`config.mk`:
```
export PLATFORM = sky130hd
export DESIGN_NAME = hist2d_cfg
export DESIGN_NICKNAME = d
export VERILOG_FILES = /design/src/histogram_2d_bin_fill_top_defines.svh /design/src/hist2d_pkg.sv /design/src/hist2d_cfg.sv
export SDC_FILE = /design/constraint.sdc
export NUM_CORES = 1
export LEC_CHECK = 0
export CORE_AREA = 2 2 199 142
export CTS_CLUSTER_DIAMETER = 200
export DETAILED_ROUTE_END_ITERATION = 6
export DIE_AREA = 0 0 201 144
export DONT_BUFFER_PORTS = 1
export GPL_TIMING_DRIVEN = 0
export PLACE_DENSITY = 0.5
export SETUP_SLACK_MARGIN = 0.5
export SYNTH_ARGS = -nofsm -noshare
export SYNTH_HDL_FRONTEND = slang
export SYNTH_SLANG_ARGS = --single-unit
```
`constraint.sdc`:
```
create_clock -name clk -period 0.8 [get_ports clk]
set_input_delay 0.04 -clock clk [delete_from_list [all_inputs] [get_ports clk]]
set_output_delay 0.04 -clock clk [all_outputs]
set_load 0.02 [all_outputs]
```
`src/histogram_2d_bin_fill_top_defines.svh`:
```
// ----------------------------------------------------------------------------
// histogram_2d_bin_fill_top_defines.svh
// Assertion macros used by the histogram fill engine controller.
// ----------------------------------------------------------------------------
`ifndef HISTOGRAM_2D_BIN_FILL_TOP_DEFINES_SVH
`define HISTOGRAM_2D_BIN_FILL_TOP_DEFINES_SVH

// same-cycle implication, sampled on clk, off during reset
`define H2D_ASSERT_SAME(lbl, ante, cons, msg) \
	lbl: assert property (@(posedge clk) disable iff (!arst_n) (ante) |-> (cons)) \
		else $error(msg);

// next-cycle implication, sampled on clk, off during reset
`define H2D_ASSERT_NEXT(lbl, ante, cons, msg) \
	lbl: assert property (@(posedge clk) disable iff (!arst_n) (ante) |=> (cons)) \
		else $error(msg);

`endif

```
`src/hist2d_pkg.sv`:
```
// ----------------------------------------------------------------------------
// hist2d_pkg
// Shared types and constants of the histogram fill engine.
// ----------------------------------------------------------------------------
package hist2d_pkg;

	localparam int DEF_MAX_I_BINS = 64;
	localparam int DEF_MAX_J_BINS = 64;

	localparam int VAL_W     = 32;
	localparam int BINS_W    = 7;
	localparam int IDX_W     = 6;
	localparam int KIND_W    = 2;
	localparam int REG_IDX_W = 3;

	// item kinds
	localparam logic [KIND_W-1:0] KIND_FILL  = 2'd0;
	localparam logic [KIND_W-1:0] KIND_READ  = 2'd1;
	localparam logic [KIND_W-1:0] KIND_CLEAR = 2'd2;

	// register indexes
	localparam logic [REG_IDX_W-1:0] REG_I_BINS  = 3'd0;
	localparam logic [REG_IDX_W-1:0] REG_J_BINS  = 3'd1;
	localparam logic [REG_IDX_W-1:0] REG_I_MIN   = 3'd2;
	localparam logic [REG_IDX_W-1:0] REG_I_MAX   = 3'd3;
	localparam logic [REG_IDX_W-1:0] REG_I_SCALE = 3'd4;
	localparam logic [REG_IDX_W-1:0] REG_J_MIN   = 3'd5;
	localparam logic [REG_IDX_W-1:0] REG_J_MAX   = 3'd6;
	localparam logic [REG_IDX_W-1:0] REG_J_SCALE = 3'd7;

	// register reset values
	localparam logic [BINS_W-1:0] RST_I_BINS = 7'd64;
	localparam logic [BINS_W-1:0] RST_J_BINS = 7'd0;
	localparam logic [VAL_W-1:0]  RST_MIN    = 32'h0000_0000;
	localparam logic [VAL_W-1:0]  RST_MAX    = 32'h0040_0000; // 64.0
	localparam logic [VAL_W-1:0]  RST_SCALE  = 32'h0001_0000; // 1.0

	localparam logic [VAL_W-1:0] COUNT_SAT = 32'hFFFF_FFFF;

	typedef struct packed {
		logic [BINS_W-1:0] i_bins;
		logic [BINS_W-1:0] j_bins;
		logic [VAL_W-1:0]  i_min;
		logic [VAL_W-1:0]  i_max;
		logic [VAL_W-1:0]  i_scale;
		logic [VAL_W-1:0]  j_min;
		logic [VAL_W-1:0]  j_max;
		logic [VAL_W-1:0]  j_scale;
	} cfg_t;

	// controller -> datapath step enables
	typedef struct packed {
		logic capture;
		logic diff;
		logic mul;
		logic addr;
		logic rd;
		logic wr;
		logic clr;
	} cmd_t;

	// datapath -> controller
	typedef struct packed {
		logic clr_last;
	} sts_t;

endpackage

```
`src/hist2d_cfg.sv`:
```
// ----------------------------------------------------------------------------
// hist2d_cfg
// Configuration register file of the histogram fill engine.
// ----------------------------------------------------------------------------
module hist2d_cfg (
	input  logic                                 clk,
	input  logic                                 arst_n,
	input  logic                                 wr_en,
	input  logic [hist2d_pkg::REG_IDX_W-1:0]     wr_index,
	input  logic [hist2d_pkg::VAL_W-1:0]         wr_data,
	output hist2d_pkg::cfg_t                     cfg
);

	localparam int BW = hist2d_pkg::BINS_W;

	hist2d_pkg::cfg_t cfg_q;

	always_ff @(posedge clk or negedge arst_n) begin
		if (!arst_n) begin
			cfg_q.i_bins  <= hist2d_pkg::RST_I_BINS;
			cfg_q.j_bins  <= hist2d_pkg::RST_J_BINS;
			cfg_q.i_min   <= hist2d_pkg::RST_MIN;
			cfg_q.i_max   <= hist2d_pkg::RST_MAX;
			cfg_q.i_scale <= hist2d_pkg::RST_SCALE;
			cfg_q.j_min   <= hist2d_pkg::RST_MIN;
			cfg_q.j_max   <= hist2d_pkg::RST_MAX;
			cfg_q.j_scale <= hist2d_pkg::RST_SCALE;
		end else if (wr_en) begin
			unique case (wr_index)
				hist2d_pkg::REG_I_BINS:  cfg_q.i_bins  <= wr_data[BW-1:0];
				hist2d_pkg::REG_J_BINS:  cfg_q.j_bins  <= wr_data[BW-1:0];
				hist2d_pkg::REG_I_MIN:   cfg_q.i_min   <= wr_data;
				hist2d_pkg::REG_I_MAX:   cfg_q.i_max   <= wr_data;
				hist2d_pkg::REG_I_SCALE: cfg_q.i_scale <= wr_data;
				hist2d_pkg::REG_J_MIN:   cfg_q.j_min   <= wr_data;
				hist2d_pkg::REG_J_MAX:   cfg_q.j_max   <= wr_data;
				hist2d_pkg::REG_J_SCALE: cfg_q.j_scale <= wr_data;
				default:                 cfg_q.i_bins  <= cfg_q.i_bins;
			endcase
		end
	end

	assign cfg = cfg_q;

endmodule

```
Yosys cells after proc, flatten, opt, wreduce, memory -nomap -nowiden
Index checks and enable logic that the tools add are counted.
{"block": "word_totals", "in_bits": 38, "regBits": 206}
{"block": "classes", "eq_ne": 7, "n_reduce_logical": 9}
{"operator": "$reduce_and A2 Y1", "n": 8}
{"operator": "$eq A3 B3 Y1 const B", "n": 4}
{"operator": "$eq A3 B2 Y1 const B", "n": 2}
{"operator": "$eq A3 B1 Y1 const B", "n": 1}
{"operator": "$logic_not A3 Y1", "n": 1}

Logic depth before layout (Yosys ltp)
{"block": "logic_depth", "ltp_word": 2, "mapped_depth": 5, "mapped_depth_nobuf": 2}

Least setup slack after synthesis
OpenSTA, ideal clock, no wires.
{"block": "synth_path", "path_type": "input port to flip-flop", "startpoint": "in wr_index[1] in the netlist's numbering", "endpoint": "reg cfg_q (netlist bit cfg[100])", "path_slack_ps": -407, "path_buffers": 3, "cell_stages": 5, "t_arrival_ps": 1082, "t_required_ps": 675, "cell_sequence": "buf_2 nor4bb_1 buf_4 buf_12 mux2_4"}
{"block": "synth_via", "elab_chain_len": 2}
{"element": "from (decl)", "line": "hist2d_cfg.sv:9", "rtl": "input logic [hist2d_pkg::REG_IDX_W-1:0] wr_index,"}
{"element": "$eq A3 B3 Y1", "line": "hist2d_cfg.sv:29", "rtl": "unique case (wr_index)"}
{"element": "$reduce_and A2 Y1 (no line)"}
{"element": "to (decl)", "line": "hist2d_cfg.sv:16", "rtl": "hist2d_pkg::cfg_t cfg_q;"}
Every way passes these cells.
A chain may end at the register's enable or synchronous reset.

Worst setup path after layout
{"block": "layout_path", "startpoint": "reg cfg_q (netlist bit cfg[150])", "endpoint": "out cfg[150] in the netlist's numbering"}
{"element": "to (decl)", "line": "hist2d_cfg.sv:11", "rtl": "output hist2d_pkg::cfg_t cfg"}
No word-level cell between the ends.

==> results.txt <==
Status = finished, violations left
Failing checks = hold timing, setup timing
Largest net degree at the start of global routing = 207
CTS tree = done
Core area = 27200 µm²
CTS sink cnt = 206
Syn Inst Count = 445
Iteration-0 DRC Markers = 116
Max FFs per register = 206
Fill cells = 2506
# DRC = 0
Post-synthesis mux area share = 0.317
Final net count = 514
Cell Pwr Density = 3210 nW/µm²
Rows = 51
Synth area leaders = dfrtp_1 (63%), mux2_2 (20%), mux2_4 (11%), dfstp_2 (1.6%), buf_12 (1.5%)
Synth top area share = 0.626
Worst-path clk slew = 0.06 ns
Critical Path AT = 1.10 ns
Cts bufs inserted = 22
Vias in the first global route = 4576
Switching share of power = 0.302
Adder-cell area share of the yosys netlist = 0
Initial Util = 0.295
Die area = 28900 µm²
Final Setup Violations = 412
Net switching power figure = 9.93 mW
ANT cells = 0
Clock power frac = 0.327
Clock skew = 0 ns
Dpl cells = 816
GR Util All Layers = 0.143
Wire length per cell = 24.2 µm
Fin crit share = 1.42
Synth cell types = 11
DP Worst Slack = -0.623 ns
Worst hold margin = -0.768 ns
Main synth FF type = dfrtp_1
Peak supply drop = 1880 µV
Ports = 244
Syn nets = 483
GP Congestion = 0.702
Width of the die = 201 µm
Largest family of logic cells by synthesized area = multiplexers
GRT overflow = 0
DIE HEIGHT = 144 µm
Routed Antenna Nets = 0
HPWL after DPL = 13600 µm
H-tree depth = 1
Seq cells post-synth = 206
RSZ-0062 raised after global routing = true
Layout Cells excl Fill = 863
Slew HR = 0.792
Area fraction in compound gates after synthesis = 0
Max clock buf depth = 3
FFs w/ async S/R, synth = 1.00
Top-count cell post-synth = dfrtp_1
Post-synth EDFFs = 0
Tmin final = 1.14 ns
Multi-input gate area = 3180 µm²
Largest fanout on the critical path = 2
Tot Pwr = 32.8 mW
Syn_area_per_cell = 18.1 µm²
Clock latency on the worst-skew pair = 0.50 ns
Worst Setup End Kind = output pin
Sequential area share after synthesis = 0.642
Initial antenna violation count = 0
Fin util = 0.375
Synth warnings = 0
Max cap viols = 0
Seq. cell area = 5410 µm²
Vias = 3987
Final setup margin = -0.337 ns
Slew @ Worst Pin = 0.308 ns
Min-Delay Path Class = input port to async pin
DRT Pass-1 Iters = 4
Hold Vio Cnt, Final = 412
Leakage power = 4.60 nW
IO Port Bufs = 0
Fin area = 10200 µm²
Post-Synth Simple-Gate Area = 0.0131
Most area-hungry cell type in the Yosys netlist = dfrtp_1
Final Max Tran Viols = 0
Critical Path Source Type = flip-flop
Area Growth Syn to Fin = 27.3%
Setup TNS = -50.84 ns
P_int = 22.9 mW
Share of cells above drive strength 1 = 0.980
Synth top cells by count = dfrtp_1 (201), mux2_2 (146), mux2_4 (60), buf_2 (15), buf_12 (6)
Vias per Instance = 4.62
WP data required = 0.76 ns
Global-route wire length before repair = 31400 µm
Routed WL = 20900 µm
Synth Cell Area = 8040 µm²
Post-Synth XOR/XNOR Area = 0
Seq pwr share = 0.553
Post-placement cell area = 8680 µm²
Critical setup path kind = flip-flop to output pin
Max frequency = 0.879 GHz
CTS root buffer = clkbuf_16
Logic pwr share = 0.120
## worst paths after layout
kind | startpoint | to | slack (ns) | cells after the start
max reg2reg | cfg[96] | cfg[96] | -0.08 | 1
min reg2reg | cfg[11] | cfg[11] | 0.61 | 1
min | arst_n | cfg[113] | -0.77 | 0
max | cfg[150] | cfg[150] | -0.34 | 0
max in group asynchronous | arst_n | cfg[205] | 1.27 | 0
min in group clk | wr_data[10] | cfg[74] | -0.32 | 1
## cell type report
class / count / area share
repair buffers: 7 / 0.00636
clock buffers: 33 / 0.0639
well taps: 371 / 0.0454
plain buffers: 25 / 0.0327
clock inverters: 7 / 0.0113
flip-flops and latches: 206 / 0.529
multi-input cells: 214 / 0.311
## power groups by stage
| stage | logic, mW | clock network [mW] | registers, mW |
|---|---|---|---|
| floorplan | 2.71 | 0 | 17.0 |
| global placement | 2.87 | 0 | 17.8 |
| detailed placement | 3.06 | 0 | 17.8 |
| CTS | 3.95 | 11.1 | 18.2 |
| global route | 4.23 | 11.5 | 18.5 |
| finish | 3.95 | 10.7 | 18.2 |
## repair_timing
item / in CTS / in global routing
endpoints found under the setup margin: 412 / 412
hold endpoints to repair: 412 / 412
buffers inserted: 1 / 6
resized for setup: 311 / 2
pin swaps: 1 / 1
## per-layer routing
metal / GRT usage / wire [µm] / part of all wire
met5: 0 / 0 / 0
met4: 0.0265 / 293 / 0.014
met3: 0.0665 / 2180 / 0.10
met2: 0.218 / 9170 / 0.44
met1: 0.188 / 9230 / 0.44
## logic make-up (layout without fill, tap and decap cells)
logic type             after synthesis  in the layout
muxes                              206            206
buffers and inverters               25             72
DFF                                206            206
and+or+nand+nor                      8              8
## cells in the final DEF (no fill, tap or decap), drive strengths merged, types with 2 or more instances in the layout
cell	synthesis	layout
nand4b	3	3
mux2	206	206
dfrtp	201	201
bufinv	0	3
clkinv	0	2
nor4bb	3	3
clkbuf	0	33
clkinvlp	0	2
dfstp	5	5
buf	25	32
No activity file was read; power rests on OpenSTA's default activity.
