--- config.mk ---
export PLATFORM = sky130hd
export DESIGN_NAME = hist2d_ctrl
export DESIGN_NICKNAME = d
export VERILOG_FILES = /design/src/hist2d_pkg.sv /design/src/hist2d_ctrl.sv
export VERILOG_INCLUDE_DIRS = /design/src /design/src/src
export SDC_FILE = /design/constraint.sdc
export NUM_CORES = 1
export LEC_CHECK = 0
export BUFFER_PORTS_ARGS = -buffer_cell sky130_fd_sc_hd__buf_4
export CAP_MARGIN = 25
export CELL_PAD_IN_SITES_DETAIL_PLACEMENT = 0
export CELL_PAD_IN_SITES_GLOBAL_PLACEMENT = 1
export CORE_AREA = 5 5 42 44
export DETAILED_ROUTE_END_ITERATION = 10
export DIE_AREA = 0 0 47 49
export PLACE_DENSITY_LB_ADDON = 0.1
export SYNTH_ARGS = -nofsm -noshare
export SYNTH_HDL_FRONTEND = slang
export SYNTH_SLANG_ARGS = --single-unit
export TNS_END_PERCENT = 100
--- constraint.sdc ---
create_clock -name clk -period 1.09 [get_ports clk]
set_input_delay 0.109 -clock clk [delete_from_list [all_inputs] [get_ports clk]]
set_output_delay 0.109 -clock clk [all_outputs]
set_load 0.05 [all_outputs]
--- src/histogram_2d_bin_fill_top_defines.svh ---
// ----------------------------------------------------------------------------
// histogram_2d_bin_fill_top_defines.svh
// Assertion macros used by the histogram fill engine controller.
// ----------------------------------------------------------------------------
`ifndef HISTOGRAM_2D_BIN_FILL_TOP_DEFINES_SVH
`define HISTOGRAM_2D_BIN_FILL_TOP_DEFINES_SVH

// same-cycle implication, sampled on clk, off during reset
`define H2D_ASSERT_SAME(lbl, ante, cons, msg) \
	lbl: assert property (@(posedge clk) disable iff (!arst_n) (ante) |-> (cons)) \
		else $error(msg);

// next-cycle implication, sampled on clk, off during reset
`define H2D_ASSERT_NEXT(lbl, ante, cons, msg) \
	lbl: assert property (@(posedge clk) disable iff (!arst_n) (ante) |=> (cons)) \
		else $error(msg);

`endif

--- src/hist2d_pkg.sv ---
// ----------------------------------------------------------------------------
// hist2d_pkg
// Shared types and constants of the histogram fill engine.
// ----------------------------------------------------------------------------
package hist2d_pkg;

	localparam int DEF_MAX_I_BINS = 64;
	localparam int DEF_MAX_J_BINS = 64;

	localparam int VAL_W     = 32;
	localparam int BINS_W    = 7;
	localparam int IDX_W     = 6;
	localparam int KIND_W    = 2;
	localparam int REG_IDX_W = 3;

	// item kinds
	localparam logic [KIND_W-1:0] KIND_FILL  = 2'd0;
	localparam logic [KIND_W-1:0] KIND_READ  = 2'd1;
	localparam logic [KIND_W-1:0] KIND_CLEAR = 2'd2;

	// register indexes
	localparam logic [REG_IDX_W-1:0] REG_I_BINS  = 3'd0;
	localparam logic [REG_IDX_W-1:0] REG_J_BINS  = 3'd1;
	localparam logic [REG_IDX_W-1:0] REG_I_MIN   = 3'd2;
	localparam logic [REG_IDX_W-1:0] REG_I_MAX   = 3'd3;
	localparam logic [REG_IDX_W-1:0] REG_I_SCALE = 3'd4;
	localparam logic [REG_IDX_W-1:0] REG_J_MIN   = 3'd5;
	localparam logic [REG_IDX_W-1:0] REG_J_MAX   = 3'd6;
	localparam logic [REG_IDX_W-1:0] REG_J_SCALE = 3'd7;

	// register reset values
	localparam logic [BINS_W-1:0] RST_I_BINS = 7'd64;
	localparam logic [BINS_W-1:0] RST_J_BINS = 7'd0;
	localparam logic [VAL_W-1:0]  RST_MIN    = 32'h0000_0000;
	localparam logic [VAL_W-1:0]  RST_MAX    = 32'h0040_0000; // 64.0
	localparam logic [VAL_W-1:0]  RST_SCALE  = 32'h0001_0000; // 1.0

	localparam logic [VAL_W-1:0] COUNT_SAT = 32'hFFFF_FFFF;

	typedef struct packed {
		logic [BINS_W-1:0] i_bins;
		logic [BINS_W-1:0] j_bins;
		logic [VAL_W-1:0]  i_min;
		logic [VAL_W-1:0]  i_max;
		logic [VAL_W-1:0]  i_scale;
		logic [VAL_W-1:0]  j_min;
		logic [VAL_W-1:0]  j_max;
		logic [VAL_W-1:0]  j_scale;
	} cfg_t;

	// controller -> datapath step enables
	typedef struct packed {
		logic capture;
		logic diff;
		logic mul;
		logic addr;
		logic rd;
		logic wr;
		logic clr;
	} cmd_t;

	// datapath -> controller
	typedef struct packed {
		logic clr_last;
	} sts_t;

endpackage

--- src/hist2d_ctrl.sv ---
// ----------------------------------------------------------------------------
// hist2d_ctrl
// Controller: clear sweep after reset, then one item through the steps.
// ----------------------------------------------------------------------------
`include "histogram_2d_bin_fill_top_defines.svh"

module hist2d_ctrl (
	input  logic             clk,
	input  logic             arst_n,
	input  logic             start,
	output logic             busy,
	output hist2d_pkg::cmd_t cmd,
	input  hist2d_pkg::sts_t sts
);

	localparam logic [2:0] ST_CLEAR = 3'd0;
	localparam logic [2:0] ST_IDLE  = 3'd1;
	localparam logic [2:0] ST_DIFF  = 3'd2;
	localparam logic [2:0] ST_MUL   = 3'd3;
	localparam logic [2:0] ST_ADDR  = 3'd4;
	localparam logic [2:0] ST_READ  = 3'd5;
	localparam logic [2:0] ST_WRITE = 3'd6;

	logic [2:0] state_q, state_d;

	always_comb begin
		state_d = state_q;
		cmd     = '0;
		unique case (state_q)
			ST_CLEAR: begin
				cmd.clr = 1'b1;
				if (sts.clr_last)
					state_d = ST_IDLE;
			end
			ST_IDLE: begin
				if (start) begin
					cmd.capture = 1'b1;
					state_d     = ST_DIFF;
				end
			end
			ST_DIFF: begin
				cmd.diff = 1'b1;
				state_d  = ST_MUL;
			end
			ST_MUL: begin
				cmd.mul = 1'b1;
				state_d = ST_ADDR;
			end
			ST_ADDR: begin
				cmd.addr = 1'b1;
				state_d  = ST_READ;
			end
			ST_READ: begin
				cmd.rd  = 1'b1;
				state_d = ST_WRITE;
			end
			ST_WRITE: begin
				cmd.wr  = 1'b1;
				state_d = ST_IDLE;
			end
			default: begin
				state_d = ST_IDLE;
			end
		endcase
	end

	always_ff @(posedge clk or negedge arst_n) begin
		if (!arst_n)
			state_q <= ST_CLEAR;
		else
			state_q <= state_d;
	end

	assign busy = (state_q != ST_IDLE);

	// at most one step active per cycle
	`H2D_ASSERT_SAME(a_one_step, 1'b1, $onehot0(cmd), "more than one step enable active")
	// accepted item moves straight into the pipeline
	`H2D_ASSERT_NEXT(a_accept, start && !busy, state_q == ST_DIFF, "accepted item not started")
	// write-back always follows a store read
	`H2D_ASSERT_SAME(a_rd_wr, cmd.wr, $past(cmd.rd), "write-back without read")
	// end of clear sweep opens the block
	`H2D_ASSERT_NEXT(a_clr_end, cmd.clr && sts.clr_last, !busy, "clear sweep did not end")

endmodule

# [Yosys cells after proc, flatten, opt, wreduce, memory -nomap -nowiden]
# Index checks and enable logic that the tools add are counted.
[word_totals] in_bits=4 reg_bits=3 output_inout_bits=8 wordCells=23
[classes] eq_ne=9 mux=11 reduce_logical=2
[op_table] cell="one-hot mux 3 bit (6 select lines)" count=1
[op_table] cell="== test 3 bit, second input constant" count=3
[op_table] cell="2-to-1 mux 1 bit" count=8
[op_table] cell="== test 3 x 2 -> 1 bit, second input constant" count=2
[op_table] cell="2-to-1 mux 3 bit" count=2
[op_table] cell="!= test 2 bit, second input constant" count=2
[op_table] cell="== test 3 x 1 -> 1 bit, second input constant" count=1
[op_table] cell="logical NOT 3 bit" count=1
[op_table] cell="!= test 3 x 1 -> 1 bit, second input constant" count=1
[op_table] cell="AND reduction 2 bit" count=1

# [Logic depth before layout (Yosys ltp)]
[depth] depth_word=3 depth_mapped=4

# [Worst setup path before layout]
# OpenSTA, ideal clock, no wires.
[synth_timing] path_type="register to output" from="register state_q[2]" to="output cmd[1] in the netlist's numbering" arrival_ns=1.584 path_buffers=0 path_stages_with_launch=3 slack_ns=-0.603 path_cell_list="dfrtp_1 inv_2 nor3_1"
[synth_lines] item="start: declaration" line="hist2d_ctrl.sv:24" source="logic [2:0] state_q, state_d;"
[synth_lines] item="start signal: assignment" line="hist2d_ctrl.sv:71" source="state_q <= state_d;"
[synth_lines] item="end: declaration" line="hist2d_ctrl.sv:12" source="output hist2d_pkg::cmd_t cmd,"

==> summary.md <==
Port buffering added 11 buffers. The kind of critical path was reg -> out. Once detail routing completed, the nets flagged for antenna violations numbered 0.

Routability-driven placement finished with a final weighted congestion of 0.705. The tree is rooted in a sky130_fd_sc_hd__clkbuf_4. For the depth of the CTS H-tree, the log shows 1. In this run the register-to-register setup slack is -0.22 ns.

The run gives 0 as the count of unresolved DRC violations after routing. By area, the combinational part of the netlist is dominated by simple AND/OR/NAND/NOR gates. The number of distinct library cells after synthesis came out at 20.

The repair_antennas step left the layout with diodes totalling 0. Fraction of layout cells with a size suffix above 1: 0.807. In this run the worst path has a maximum fanout of 4. The basic-gate share of the synthesized area counting and, or, nand and nor cells is 0.289. Counting I/O delays and the setup requirement, the final critical path takes 1.35 ns. TritonCTS built the clock tree.

Leaving out fill and tap cells, the most frequent cell in the layout is sky130_fd_sc_hd__buf_4. The detailed router placed 312 vias in this run. The logs give 0 for the total overflow reported by the global router and 0.106 for the part of the total power dissipated in sequential elements. The maximum clock insertion buffer count was 2; the overall die width was 47 um. The run gives 1400 um^2 as the area of the placeable core. The post-detailed-placement half-perimeter wirelength was 631 um. The flow ran to the end, but the final reports show violations. In the final layout, the registers with the most flip-flops are state_q x3. The switching fraction of total power was 0.476. For the total length of routed wires, the log shows 948 um. The register with the most flip-flops in the layout has 3 of them. Mean routed wirelength per cell: 13.0 um. Setup violations remaining at the end of the flow were counted as 11. The path class of the tightest hold or removal check is in -> async.

For the global-route met2 utilization, the log shows 0.131. The capture instance of the worst register-to-register path was state_q[2]$_DFFE_PN0P_. The filler cell count is 149, and the count of pins on the block boundary is 12. The post-synthesis compound-gate area fraction is 0.205. The detailed router finished its first iteration with 3 violations.

The area share of the leading cell type in the synthesized netlist was 0.316. The first global-routing pass estimated 1460 um of wire. The height of the chip was 49 um; the area added between synthesis and finish was 161%. The final-report max-slew violation count was 0; the final worst-path setup slack was -0.265 ns. Entering global routing, the biggest net connects 8 pins.

The cell type with the highest aggregate area in the netlist was sky130_fd_sc_hd__dfrtp_1. Number of hold violations in the final report: 0. The portion of the clock cycle consumed by the worst path in the final layout is 1.24. The launching point of the worst reg2reg path was state_q[1]$_DFFE_PN0P_. The tools report the required time of the critical path as 0.98 ns. Share of synthesized cell area in full adder, half adder and majority cells: 0.0526. After detailed placement, the design holds a cell count of 61. For the number of buffers created by CTS, the log shows 3. The vias per cell works out to 4.27. Critical path capture point type: an output port.

Measured in cells, the most critical reg-to-reg path has a length of 5. The final hold slack was 0.204 ns. The worst max-slew margin expressed relative to the limit came out at 0.891.

The met3 track demand over resource was 0.0221. After synthesis, the cell types taking the most area are sky130_fd_sc_hd__dfrtp_1, sky130_fd_sc_hd__a2bb2oi_1, sky130_fd_sc_hd__nor3_1. The most critical setup path has its endpoint at cmd[6]. For the highest attainable clock frequency, the log shows 738 MHz. state_q holds more flip-flops than any other register. The part of the power in the clock network was 0.098; the met1 usage in global routing was 0.108. The final reports fail on setup timing.

The CTS sink count came out at 3. The cell-internal power was 1.05 mW; the per-instance average area after synthesis was 8.80 um^2. The area enclosed by the die boundary is 2300 um^2.

The tools report the clock latency reported for the late side of the worst-skew pair as 0.23 ns. For this design the static power due to leakage is 0.275 nW. The worst-case IR drop observed on VDD is 1470 uV. The run gives 223 um^2 as the area occupied by multi-input gates. After synthesis the cells add up to 238 um^2. Post-synthesis sequential area ratio: 0.316.

The top cell types in the final layout, fill and taps aside, are sky130_fd_sc_hd__buf_4, sky130_fd_sc_hd__buf_6, sky130_fd_sc_hd__nor3_4. Synthesis produced a netlist whose cell count is 27. The multiplexer fraction of the synthesized cell area came out at 0.0421. The tools report the worst clock skew as 0.00374 ns. Proportion of power drawn by combinational gates: 0.795. The post-CTS clock slew at the launch and capture registers of the worst setup and hold paths works out to 0.04 ns. When the netlist entered floorplanning its net count stood at 32.

Summed over all nets, the switching power comes to 950 uW. The logs give 342 for the via count of the first global-routing pass and 14 for the placement row count. The initial antenna violation count is 0. The tools report the number of standard cells in the final layout excluding fillers as 73. Setup repair after global routing could not meet its margin everywhere. The initial standard-cell utilization of the core was 0.170; the number of synthesized register bits was 3. The worst setup path is launched from a register. Registers take 77.6 um^2. Synthesized-area fraction occupied by xor and xnor cells: 0. For this run, the number of Yosys warnings is 0. The logs give 0.0924 for the overall global routing resource usage and 0 for the number of violations of the max-capacitance limit. The slew of the pin with the lowest slew margin was 0.159 ns. In this run the power density over the cells is 3220 nW/um^2. The worst path arrival time was 1.25 ns; the number of nets in the final layout was 63.

In this run the worst setup path begins at state_q[1]$_DFFE_PN0P_. The pre-antenna-repair detailed-routing pass consisted of 2 iterations. In this run the most used layer during global routing was met2.
## worst max-delay path, stage by stage (launching register included)
cell                         delay (ns)
sky130_fd_sc_hd__dfrtp_2           0.43
sky130_fd_sc_hd__and2b_2           0.29
sky130_fd_sc_hd__nand3_4           0.09
sky130_fd_sc_hd__clkinvlp_4        0.08
sky130_fd_sc_hd__buf_8             0.13
## cells in the mapped netlist, drive strengths merged
library cell / n
and3: 1
nand2b: 1
a21bo: 1
o211ai: 1
nand2: 1
o21ai: 1
a31o: 1
and2b: 1
inv: 3
nor3: 4
dfrtp: 3
mux2i: 1
nand3: 1
a2bb2oi: 2
buf: 1
ha: 1
nor2: 2
and2: 1
## cell families (layout without fill, tap and decap cells)
| group | after synthesis | after routing |
|---|---|---|
| compound gates | 6 | 6 |
| flops | 3 | 3 |
| fa+ha+maj | 1 | 1 |
| simple gates | 12 | 12 |
| buf+inv | 4 | 34 |
| mux | 1 | 1 |
## through the flow
step	setup TNS (ns)	total power, mW	cell area (um^2)	utilization	setup WS [ns]
after floorplan	-0.619	1.06	314	-	-0.171
after global placement	-0.147	1.41	465	0.332	-0.0735
after detailed placement	-0.191	1.42	465	0.332	-0.0841
after CTS	-2.27	1.88	587	0.419	-0.275
after global routing	-2.96	2.11	621	0.443	-0.325
final	-2.36	2.00	621	0.443	-0.265
## worst min path at each step
| stage | slack [ns] | from | endpoint |
|---|---|---|---|
| 3_5_place_dp | -0.1 | arst_n | state_q[0]$_DFFE_PN0P_ |
| 3_3_place_gp | -0.10 | arst_n | state_q[0]$_DFFE_PN0P_ |
| 5_1_grt | 0.20 | arst_n | state_q[0]$_DFFE_PN0P_ |
| 6_report | 0.20 | arst_n | state_q[0]$_DFFE_PN0P_ |
| 4_1_cts | 0.20 | arst_n | state_q[0]$_DFFE_PN0P_ |
| 2_1_floorplan | -0.19 | arst_n | state_q[0]$_DFFE_PN0P_ |
## metal layers
metal  vias up  share of wire
li1        157              -
met1       149           0.41
met2         6           0.57
met3         0          0.021
met4         0              0
met5         -              0
## area by class of cell
| type | instances | share of cell area |
|---|---|---|
| Clock buffer | 4 | 0.0423 |
| Inverter | 3 | 0.0323 |
| Multi-Input combinational cell | 20 | 0.359 |
| Sequential cell | 3 | 0.125 |
| Tap cell | 16 | 0.0323 |
| Timing Repair Buffer | 27 | 0.409 |
## power groups by stage
stage          clock network [mW]  registers [mW]  logic (mW)
6_report                    0.196           0.212        1.59
5_1_grt                     0.222           0.218        1.67
4_1_cts                     0.203           0.212        1.46
3_5_place_dp                    0           0.214        1.21
3_3_place_gp                    0           0.213        1.20
2_1_floorplan                   0           0.221       0.839
## what timing repair did
action,CTS,global route
setup endpoints to repair,11,11
gates resized for setup,12,4
hold buffers,1,0
endpoints found under the hold margin,3,0
pin swaps,3,4
setup buffers,5,2
Note: power is estimated with default switching activity, not from simulation.
